$ cat src/design/gsa_pkg.sv
// Package for the generational slot allocator: types, constants and codes.
`default_nettype none
package gsa_pkg;
  localparam int unsigned Slots = 16;
  localparam int unsigned IdxW = $clog2(Slots);
  localparam int unsigned CntW = $clog2(Slots + 1);
  localparam logic [7:0] MaxDepth = 8'd255;

  typedef enum logic [2:0] {
    OP_INSERT = 3'd0, OP_CLOSE = 3'd1, OP_QUERY = 3'd2,
    OP_ENTER = 3'd3, OP_EXIT = 3'd4, OP_DESTROY = 3'd5,
    OP_BAD6 = 3'd6, OP_BAD7 = 3'd7
  } op_e;

  typedef enum logic [1:0] {
    ST_OK = 2'd0, ST_STALE = 2'd1, ST_FULL = 2'd2, ST_NEST = 2'd3
  } status_e;

  typedef struct packed {
    logic [2:0]  operation;
    logic [3:0]  slot_index;
    logic [31:0] handle_generation;
  } in_item_t;

  typedef struct packed {
    logic        kind;
    logic [3:0]  out_index;
    logic [31:0] out_generation;
    logic [1:0]  status;
    logic        active;
    logic        last;
  } out_item_t;

  typedef enum logic [3:0] {
    S_IDLE, S_POP, S_INSERT, S_CLOSE, S_TRIM, S_FLUSH_NOTE, S_FLUSH_FREE,
    S_DALL_USED, S_DALL_PEND, S_FINAL
  } state_e;

  // Commands from controller to datapath.
  typedef struct packed {
    logic load;        // latch the input item
    logic pop;         // pop one free stack entry, test it
    logic do_insert;   // claim slot (found or append)
    logic do_close;    // apply close of live handle
    logic trim_step;   // drop one trailing unused slot
    logic note_pend;   // emit notice for pending entry at walk pointer
    logic free_pend;   // push pending entry at walk pointer if eligible
    logic note_used;   // emit notice for used slot at walk pointer if used
    logic walk_reset;  // zero the walk pointer
    logic dall_clear;  // final destroy-all clearing
    logic exit_step;   // depth update for guard exit
    logic enter_step;  // depth update for guard enter
    logic pend_clear;  // clear pending list after flush
    logic emit_final;  // emit the final status item
  } cmd_t;

  // Status from datapath to controller.
  typedef struct packed {
    logic [2:0] op;
    logic       depth_zero;
    logic       depth_one;
    logic       depth_max;
    logic       free_empty;
    logic       pop_hit;
    logic       live;
    logic       trim_done;
    logic       walk_pend_end;
    logic       walk_slot_end;
  } stat_t;
endpackage
`default_nettype wire

$ cat src/design/gsa_datapath.sv
// Datapath of the slot allocator: slot table, stacks, counters and result register.
`default_nettype none
module gsa_datapath
  import gsa_pkg::*;
(
  input  wire logic      clk_i,
  input  wire logic      rst_ni,
  input  wire in_item_t  item_i,
  input  wire cmd_t      cmd_i,
  output stat_t          stat_o,
  output logic           valid_o,
  output out_item_t      result_o
);
  logic [Slots-1:0]  used_q, used_d;
  logic [31:0]       gen_q [Slots];
  logic [31:0]       gctr_q, gctr_d;
  logic [CntW-1:0]   tlen_q, tlen_d;
  logic [IdxW-1:0]   free_stk_q [Slots];
  logic [CntW-1:0]   fcnt_q, fcnt_d;
  logic [IdxW-1:0]   pend_q [Slots];
  logic [CntW-1:0]   pcnt_q, pcnt_d;
  logic [7:0]        depth_q, depth_d;
  logic [CntW-1:0]   walk_q, walk_d;
  in_item_t          it_q;
  logic              hit_q, hit_d;
  logic [IdxW-1:0]   hslot_q, hslot_d;
  logic [1:0]        fstat_q, fstat_d;
  logic              fact_q, fact_d;
  logic [IdxW-1:0]   fidx_q, fidx_d;
  logic [31:0]       fgen_q, fgen_d;
  logic              valid_d;
  out_item_t         res_d;

  logic [31:0]     gnext;
  logic [IdxW-1:0] top, wslot, pslot;
  logic [IdxW-1:0] tlast;
  logic            live, push_ok;

  assign gnext = (gctr_q == 32'hFFFF_FFFF) ? 32'd1 : gctr_q + 32'd1;
  assign top   = free_stk_q[IdxW'(fcnt_q - CntW'(1))];
  assign wslot = walk_q[IdxW-1:0];
  assign pslot = pend_q[wslot];
  assign tlast = IdxW'(tlen_q - CntW'(1));
  assign live  = ({1'b0, it_q.slot_index} < CntW'(tlen_q)) &&
                 used_q[it_q.slot_index] && (gen_q[it_q.slot_index] == it_q.handle_generation);
  assign push_ok = fcnt_q < CntW'(Slots);

  always_comb begin
    stat_o.op            = it_q.operation;
    stat_o.depth_zero    = depth_q == 8'd0;
    stat_o.depth_one     = depth_q == 8'd1;
    stat_o.depth_max     = depth_q == MaxDepth;
    stat_o.free_empty    = fcnt_q == '0;
    stat_o.pop_hit       = hit_q;
    stat_o.live          = live;
    stat_o.trim_done     = (tlen_q == '0) || used_q[tlast];
    stat_o.walk_pend_end = walk_q >= pcnt_q;
    stat_o.walk_slot_end = walk_q >= tlen_q;
  end

  always_comb begin
    used_d = used_q; gctr_d = gctr_q; tlen_d = tlen_q; fcnt_d = fcnt_q;
    pcnt_d = pcnt_q; depth_d = depth_q; walk_d = walk_q;
    hit_d = hit_q; hslot_d = hslot_q; fstat_d = fstat_q; fact_d = fact_q;
    fidx_d = fidx_q; fgen_d = fgen_q;
    valid_d = 1'b0; res_d = '0;
    if (cmd_i.load) begin
      hit_d = 1'b0; fstat_d = ST_OK; fact_d = 1'b0; fidx_d = '0; fgen_d = '0;
      walk_d = '0;
    end
    if (cmd_i.pop) begin
      fcnt_d = fcnt_q - CntW'(1);
      if (({1'b0, top} < tlen_q) && !used_q[top]) begin
        hit_d = 1'b1; hslot_d = top;
      end
    end
    if (cmd_i.do_insert) begin
      if (hit_q) begin
        used_d[hslot_q] = 1'b1; fidx_d = hslot_q; fgen_d = gctr_q; gctr_d = gnext;
      end else if (tlen_q >= CntW'(Slots)) begin
        fstat_d = ST_FULL;
      end else begin
        used_d[IdxW'(tlen_q)] = 1'b1; fidx_d = IdxW'(tlen_q);
        fgen_d = gctr_q; gctr_d = gnext; tlen_d = tlen_q + CntW'(1);
      end
    end
    if (cmd_i.do_close) begin
      if (!live) begin
        fstat_d = ST_STALE;
      end else begin
        used_d[it_q.slot_index] = 1'b0; gctr_d = gnext;
        if (depth_q != 8'd0) begin
          if (pcnt_q < CntW'(Slots)) pcnt_d = pcnt_q + CntW'(1);
        end else begin
          valid_d = 1'b1; res_d.kind = 1'b1; res_d.out_index = it_q.slot_index;
          if (push_ok) fcnt_d = fcnt_q + CntW'(1);
        end
      end
    end
    if (cmd_i.trim_step) tlen_d = tlen_q - CntW'(1);
    if (cmd_i.note_pend) begin
      valid_d = 1'b1; res_d.kind = 1'b1; res_d.out_index = pslot;
      walk_d = walk_q + CntW'(1);
    end
    if (cmd_i.free_pend) begin
      if (({1'b0, pslot} < tlen_q) && !used_q[pslot] && push_ok)
        fcnt_d = fcnt_q + CntW'(1);
      walk_d = walk_q + CntW'(1);
    end
    if (cmd_i.note_used) begin
      if (used_q[wslot]) begin
        valid_d = 1'b1; res_d.kind = 1'b1; res_d.out_index = wslot;
      end
      walk_d = walk_q + CntW'(1);
    end
    if (cmd_i.walk_reset) walk_d = '0;
    if (cmd_i.pend_clear) pcnt_d = '0;
    if (cmd_i.enter_step) begin
      if (depth_q == MaxDepth) fstat_d = ST_NEST; else depth_d = depth_q + 8'd1;
    end
    if (cmd_i.exit_step) begin
      if (depth_q == 8'd0) fstat_d = ST_NEST; else depth_d = depth_q - 8'd1;
    end
    if (cmd_i.dall_clear) begin
      used_d = '0; tlen_d = '0; fcnt_d = '0; pcnt_d = '0; depth_d = '0;
    end
    if (cmd_i.emit_final) begin
      valid_d = 1'b1;
      res_d.out_index = fidx_q; res_d.out_generation = fgen_q;
      res_d.status = fstat_q; res_d.active = fact_q; res_d.last = 1'b1;
      if (it_q.operation == OP_QUERY) res_d.active = live;
      if (it_q.operation == OP_BAD6 || it_q.operation == OP_BAD7) res_d.status = ST_STALE;
    end
  end

  always_ff @(posedge clk_i or negedge rst_ni) begin
    if (!rst_ni) begin
      used_q <= '0; gctr_q <= 32'd1; tlen_q <= '0; fcnt_q <= '0; pcnt_q <= '0;
      depth_q <= '0; walk_q <= '0; hit_q <= 1'b0; valid_o <= 1'b0;
    end else begin
      used_q <= used_d; gctr_q <= gctr_d; tlen_q <= tlen_d; fcnt_q <= fcnt_d;
      pcnt_q <= pcnt_d; depth_q <= depth_d; walk_q <= walk_d; hit_q <= hit_d;
      valid_o <= valid_d;
    end
  end

  // Slot generations reset to zero; memories of indices need no reset.
  always_ff @(posedge clk_i or negedge rst_ni) begin
    if (!rst_ni) begin
      for (int i = 0; i < Slots; i++) gen_q[i] <= '0;
    end else begin
      if (cmd_i.do_insert && tlen_q < CntW'(Slots) && !hit_q)
        gen_q[IdxW'(tlen_q)] <= gctr_q;
      else if (cmd_i.do_insert && hit_q)
        gen_q[hslot_q] <= gctr_q;
      if (cmd_i.do_close && live) gen_q[it_q.slot_index] <= gctr_q;
    end
  end

  always_ff @(posedge clk_i) begin
    if (cmd_i.load) it_q <= item_i;
    hslot_q <= hslot_d; fstat_q <= fstat_d; fact_q <= fact_d;
    fidx_q <= fidx_d; fgen_q <= fgen_d; result_o <= res_d;
    if (cmd_i.do_close && live && depth_q != 8'd0 && pcnt_q < CntW'(Slots))
      pend_q[IdxW'(pcnt_q)] <= it_q.slot_index;
    if (cmd_i.do_close && live && depth_q == 8'd0 && push_ok)
      free_stk_q[IdxW'(fcnt_q)] <= it_q.slot_index;
    if (cmd_i.free_pend && ({1'b0, pslot} < tlen_q) && !used_q[pslot] && push_ok)
      free_stk_q[IdxW'(fcnt_q)] <= pslot;
  end
endmodule
`default_nettype wire

$ cat src/design/gsa_control.sv
// Controller state machine of the slot allocator.
`default_nettype none
module gsa_control
  import gsa_pkg::*;
(
  input  wire logic  clk_i,
  input  wire logic  rst_ni,
  input  wire logic  start_i,
  input  wire stat_t stat_i,
  output logic       busy_o,
  output cmd_t       cmd_o
);
  state_e state_q, state_d;

  always_ff @(posedge clk_i or negedge rst_ni) begin
    if (!rst_ni) state_q <= S_IDLE;
    else         state_q <= state_d;
  end

  always_comb begin
    state_d = state_q;
    cmd_o   = '0;
    busy_o  = state_q != S_IDLE;
    unique case (state_q)
      S_IDLE: begin
        if (start_i) begin
          cmd_o.load = 1'b1;
          state_d = S_POP;
        end
      end
      S_POP: begin
        unique case (op_e'(stat_i.op))
          OP_INSERT: state_d = stat_i.depth_zero ? S_INSERT : S_INSERT;
          OP_CLOSE:  state_d = S_CLOSE;
          OP_ENTER: begin cmd_o.enter_step = 1'b1; state_d = S_FINAL; end
          OP_EXIT: begin
            cmd_o.exit_step = 1'b1;
            state_d = stat_i.depth_one ? S_FLUSH_NOTE : S_FINAL;
          end
          OP_DESTROY: state_d = S_DALL_USED;
          default: state_d = S_FINAL;
        endcase
        if (op_e'(stat_i.op) == OP_INSERT && stat_i.depth_zero && !stat_i.free_empty) begin
          cmd_o.pop = 1'b1;
          state_d = S_INSERT;
        end
      end
      S_INSERT: begin
        // Keep popping until a usable entry or the stack runs dry; only at depth zero.
        if (stat_i.depth_zero && !stat_i.pop_hit && !stat_i.free_empty) begin
          cmd_o.pop = 1'b1;
        end else begin
          cmd_o.do_insert = 1'b1;
          state_d = S_FINAL;
        end
      end
      S_CLOSE: begin
        cmd_o.do_close = 1'b1;
        state_d = (stat_i.live && stat_i.depth_zero) ? S_TRIM : S_FINAL;
      end
      S_TRIM: begin
        if (stat_i.trim_done) state_d = S_FINAL;
        else cmd_o.trim_step = 1'b1;
      end
      S_FLUSH_NOTE: begin
        if (stat_i.walk_pend_end) begin
          cmd_o.walk_reset = 1'b1;
          state_d = S_FLUSH_FREE;
        end else cmd_o.note_pend = 1'b1;
      end
      S_FLUSH_FREE: begin
        if (stat_i.walk_pend_end) begin
          cmd_o.pend_clear = 1'b1;
          state_d = S_TRIM;
        end else cmd_o.free_pend = 1'b1;
      end
      S_DALL_USED: begin
        if (stat_i.walk_slot_end) begin
          cmd_o.walk_reset = 1'b1;
          state_d = S_DALL_PEND;
        end else cmd_o.note_used = 1'b1;
      end
      S_DALL_PEND: begin
        if (stat_i.walk_pend_end) begin
          cmd_o.dall_clear = 1'b1;
          state_d = S_FINAL;
        end else cmd_o.note_pend = 1'b1;
      end
      S_FINAL: begin
        cmd_o.emit_final = 1'b1;
        state_d = S_IDLE;
      end
      default: state_d = S_IDLE;
    endcase
  end
endmodule
`default_nettype wire

$ cat src/design/generational_slot_allocator.sv
// Top level of the generational slot allocator.
`default_nettype none
// A handle table of 16 slots, each holding a used flag and a 32-bit generation.
// An item is taken on a rising edge with start high and busy low; the item
// carries an operation (insert, close, query, guard enter, guard exit, destroy
// all), a slot index and a handle generation.
// Every item produces zero or more destroy notices followed by one final status
// item, each shown for a single cycle with valid_o high; the final one has last
// set. The receiver cannot stall, so results are simply taken as they appear.
// Steps per item: query, guard enter, guard exit that stays above depth zero
// and the undefined operations go straight to the final item. Insert at depth
// zero first pops free stack entries until one is usable or the stack runs
// dry. Close of a stale handle or above depth zero goes straight to the final
// item; at depth zero it then trims the trailing unused slots. Destroy all
// walks the table and then the pending list, one entry per cycle. Guard exit
// to depth zero walks the pending list twice and then trims; that walk sets
// the worst case.
// busy falls in the cycle in which the final item is shown, so the next item
// can be taken on the same edge that takes that final item.
// After reset the table is empty, the generation counter is one and the depth
// is zero; the block is ready at once, with no clearing pass.
module generational_slot_allocator
  import gsa_pkg::*;
(
  input  wire logic     clk_i,
  input  wire logic     rst_ni,
  input  wire logic     start,
  output logic          busy,
  input  wire in_item_t item_i,
  output logic          valid_o,
  output out_item_t     result_o
);
  cmd_t  cmd;
  stat_t stat;

  // Controller sequences each item; datapath holds all table state.
  gsa_control u_control (
    .clk_i  (clk_i),
    .rst_ni (rst_ni),
    .start_i(start),
    .stat_i (stat),
    .busy_o (busy),
    .cmd_o  (cmd)
  );

  gsa_datapath u_datapath (
    .clk_i   (clk_i),
    .rst_ni  (rst_ni),
    .item_i  (item_i),
    .cmd_i   (cmd),
    .stat_o  (stat),
    .valid_o (valid_o),
    .result_o(result_o)
  );
endmodule
`default_nettype wire

$ cat config.mk
export PLATFORM = sky130hd
export DESIGN_NAME = generational_slot_allocator
export DESIGN_NICKNAME = d
export VERILOG_FILES = /design/src/design/gsa_pkg.sv /design/src/design/gsa_datapath.sv /design/src/design/gsa_control.sv /design/src/design/generational_slot_allocator.sv
export SDC_FILE = /design/constraint.sdc
export NUM_CORES = 2
export LEC_CHECK = 0
export BUFFER_PORTS_ARGS = -buffer_cell sky130_fd_sc_hd__buf_2
export CAP_MARGIN = 10
export CORE_MARGIN = 3
export CORE_UTILIZATION = 63
export CTS_CLUSTER_SIZE = 28
export DETAILED_ROUTE_END_ITERATION = 16
export GPL_TIMING_DRIVEN = 0
export PLACE_DENSITY = 0.8
export SLEW_MARGIN = 20
export SYNTH_ARGS = -nofsm -noshare
export SYNTH_HDL_FRONTEND = slang
export SYNTH_SLANG_ARGS = --single-unit
export TNS_END_PERCENT = 1
$ cat constraint.sdc
create_clock -name clk_i -period 5.6 [get_ports clk_i]
set_input_delay 0.56 -clock clk_i [delete_from_list [all_inputs] [get_ports clk_i]]
set_output_delay 0.56 -clock clk_i [all_outputs]
set_load 0.05 [all_outputs]
==> qor.yml <==
outcome: "complete, but fails checks"
violations: "negative setup slack"
worstSkewPairLatency_ns: 0.66
rsz0062_at_grt: "yes"
async_flop_share_pct: 70.4
drt-pass1-iter-count: 8
routed_wirelength_um: 134000
power.density_nw_per_um2: 377
die_h_um: 257
finalInstanceArea_um2: 45000
fill_cells: 4020
cpMostUsedCell: "buf_4"
synth_warnings: 0
crit_slowest_cell: "o41ai_2"
yosysSeqAreaShare_pct: 54.2
intPower_mw: 11.5
grtUsageTotal_pct: 40.4
syn_area_um2: 39800
core_um2: 62200
cts_inserted_buffers: 85
yosysTopAreaCell: "dfrtp_1"
start_kind: "flip-flop"
yosys_register_bits: 844
maxClockFrequency_mhz: 175
hpwlAfterDp_um: 94200
finalSetupViolations: 101
power_mw: 16.9
slew_headroom_pct: 24.6
ant_nets: 0
worstSetupEndpointType: "flip-flop"
clockBufferDepth: 3
place_area_um2: 41500
drc: 0
yosysTopAreaCellShare_pct: 37.3
synth_cells: 3017
finClkSkew_ns: 0.0244
port_buffers: 84
hold_ws_ns: 0.0826
avgRoutedWirePerCell_um: 32.4
irDropWorstVdd_uv: 290
tightest_slew_ns: 1.13
path_cells: "buf_4 > buf_4 > nor2b_1 > buf_2 > clkbuf_2 > a22oi_1 > nand2_1 > o211ai_1 > o41ai_2 > nand2_1 > nor4_4 > nand3_2 > buf_2 > o31ai_4 > buf_4 > mux2_1"
drtIter0Drc: 3761
ys_top_cells_by_area: "dfrtp_1 (37%), mux2_2 (13%), edfxtp_1 (13%)"
die_area_um2: 66200
initial_core_util_pct: 64.0
grt_start_max_net_pins: 111
cts_root_buf: "clkbuf_16"
worstPathMaxFanout: 10
antenna_found_initial: 11
crit_family: "buffers and inverters"
finalNetCount: 3289
path_clk_slew_ns: 0.06
hold_path_class: "in2reg"
synth_ff_type: "dfrtp_1"
crit_type: "reg2reg"
worstPathArrival_ns: 6.24
switching_share_pct: 32.3
required_ns: 6.12
drv_slew: 0
grt_pass1_vias: 28639
drive_gt1_share_pct: 30.7
gp_congestion: 1.08
layout_setup_ws_ns: -0.118
area_delta_synth_final_pct: 12.9
boundaryPins: 85
h-tree-depth: 3
syn_avg_cell_area_um2: 13.2
pwr-share-comb_pct: 23.6
rows: 91
final_util_pct: 72.3
synth_edf_count: 171
power_frac_clock_pct: 36.2
period_needed_ns: 5.72
grt_overflow: 0
power_frac_seq_pct: 40.1
numClockSinks: 844
synth_nets: 3097
p_leak_nw: 20.5
synth_cell_types: 91
cpPeakStageDelay_ns: 0.57
hold_viol: 0
cts_tree: "yes"
cap_violations: 0
vias: 28350
p_sw_mw: 5.47
period_share_pct: 102
grt_pass1_wl_um: 194000
viasPerCell: 6.87
critPathBufInv: 6
die-width_um: 257
## power by group through the flow
| stage | Clock [mW] | Combinational (mW) | Sequential (mW) |
|---|---|---|---|
| after detailed placement | 0 | 3.77 | 6.92 |
| after floorplan | 0 | 2.33 | 6.89 |
| after global placement | 0 | 3.70 | 6.91 |
| after CTS | 6.15 | 3.85 | 6.79 |
| final | 6.13 | 4.00 | 6.80 |
| after global routing | 6.40 | 4.20 | 6.81 |
## logic make-up after synthesis
family / share of synthesized area [%]
compound gates: 7.21
xor+xnor: 1.32
fa+ha+maj: 1.19
buf+inv: 3.38
flops: 54.2
mux: 25.9
simple gates: 6.82
## through the flow
stage	TNS, ns	worst slack, ns	instances
final	-5.23	-0.118	4125
after global routing	-2.99	-0.0950	4120
after global placement	-5249.55	-7.80	3938
after floorplan	0	0.680	3017
after detailed placement	-707.92	-1.45	3944
after CTS	-35.66	-0.185	4115
## Yosys cell counts (all sizes together), types with 5 or more instances
cell type,n
a31oi,14
o211ai,12
ha,38
and2,7
a21oi,70
edfxtp,171
dfxtp,79
o32ai,5
a21o,13
nor3,53
nor3b,7
nor4,12
xnor2,36
dfrtp,593
nand4,20
a221oi,14
o221ai,5
a22o,9
nor2,114
a211oi,18
a32oi,17
o2111ai,10
inv,53
mux2i,154
clkbuf,130
o22ai,34
or3,5
o31a,7
mux4,100
xor2,24
nor2b,15
o31ai,17
a22oi,49
o21ai,71
buf,110
and3,60
nand2,153
mux2,569
nand3,76
nand2b,15
## worst reg2reg max path, delay by kind of cell, from the launching register on
family	cells	cell delay (ns)
multiplexers	1	0.38
AND/OR/NAND/NOR	5	1.36
AO/OA/AOI/OAI	4	1.36
flip-flops	1	0.49
buffers and inverters	6	2.01
## final timing paths
kind / cells past startpoint / slack [ns] / endpoint / from
min reg2reg: 2 / 0.45 / u_datapath.fgen_q[30] / u_datapath.fgen_q[30]
max reg2reg: 16 / -0.12 / u_datapath.gen_q[233] / u_datapath.it_q[34]
min in group asynchronous: 2 / 0.40 / u_datapath.walk_q[3] / rst_ni
max in group asynchronous: 4 / 3.85 / u_datapath.gen_q[91] / rst_ni
max: 16 / -0.12 / u_datapath.gen_q[233] / u_datapath.it_q[34]
min: 1 / 0.08 / u_datapath.it_q[6] / item_i[6]
## per-layer routing
layer	vias to the layer above	share of wire (%)	GRT usage (%)
met5	-	0.010	0
met2	1838	44	60.8
li1	11624	-	-
met4	2	6.6	22.1
met3	472	11	10.7
met1	14414	38	53.9
## timing repair
action	in CTS	in global routing
pin swaps	4	5
hold endpoints to repair	45	0
setup endpoints to repair	712	648
resized for setup	32	49
hold buffers	1	0
buffers inserted	10	4
## sequential cells by signal, summed over array words and instances, names as in the netlist, 3 cells and up
register and flops:
u_datapath.pend_q 64, u_datapath.fgen_q 32, u_datapath.gen_q 512, u_datapath.pcnt_q 5
u_datapath.tlen_q 5, u_datapath.stat_o 3, u_datapath.hslot_q 4, u_datapath.result_o 41
u_datapath.it_q 36, u_datapath.gctr_q 32, u_datapath.used_q 16, u_datapath.depth_q 8
u_datapath.fcnt_q 5, u_datapath.walk_q 5, u_control.state_q 4, u_datapath.fidx_q 4
u_datapath.free_stk_q 64
## cells in the final DEF, fill, tap and decap left out, types with 23 or more instances in the layout
cell / n
a21oi_1: 70
a22oi_1: 49
and3_1: 60
buf_2: 137
buf_4: 38
clkbuf_1: 139
clkbuf_16: 89
dfrtp_1: 593
dfxtp_1: 79
edfxtp_1: 171
ha_1: 38
inv_1: 51
mux2_1: 74
mux2_2: 468
mux2_4: 27
mux2i_1: 152
mux4_2: 100
nand2_1: 152
nand3_1: 75
nor2_1: 108
nor3_1: 42
o21ai_0: 65
o22ai_1: 34
xnor2_1: 36
xor2_1: 23
## cell type report
class / instances / area, um2 / share of cell area [%]
sequential: 844 / 21600 / 48.0
clock inverter: 41 / 621 / 1.38
tap: 837 / 1050 / 2.33
inverter: 54 / 206 / 0.459
multi-input combinational: 1879 / 17100 / 38.1
antenna: 6 / 15.0 / 0.0334
buffer: 240 / 1190 / 2.64
clock buffer: 119 / 2410 / 5.36
timing repair buffer: 105 / 773 / 1.72
Note: power is estimated with default switching activity, not from simulation.
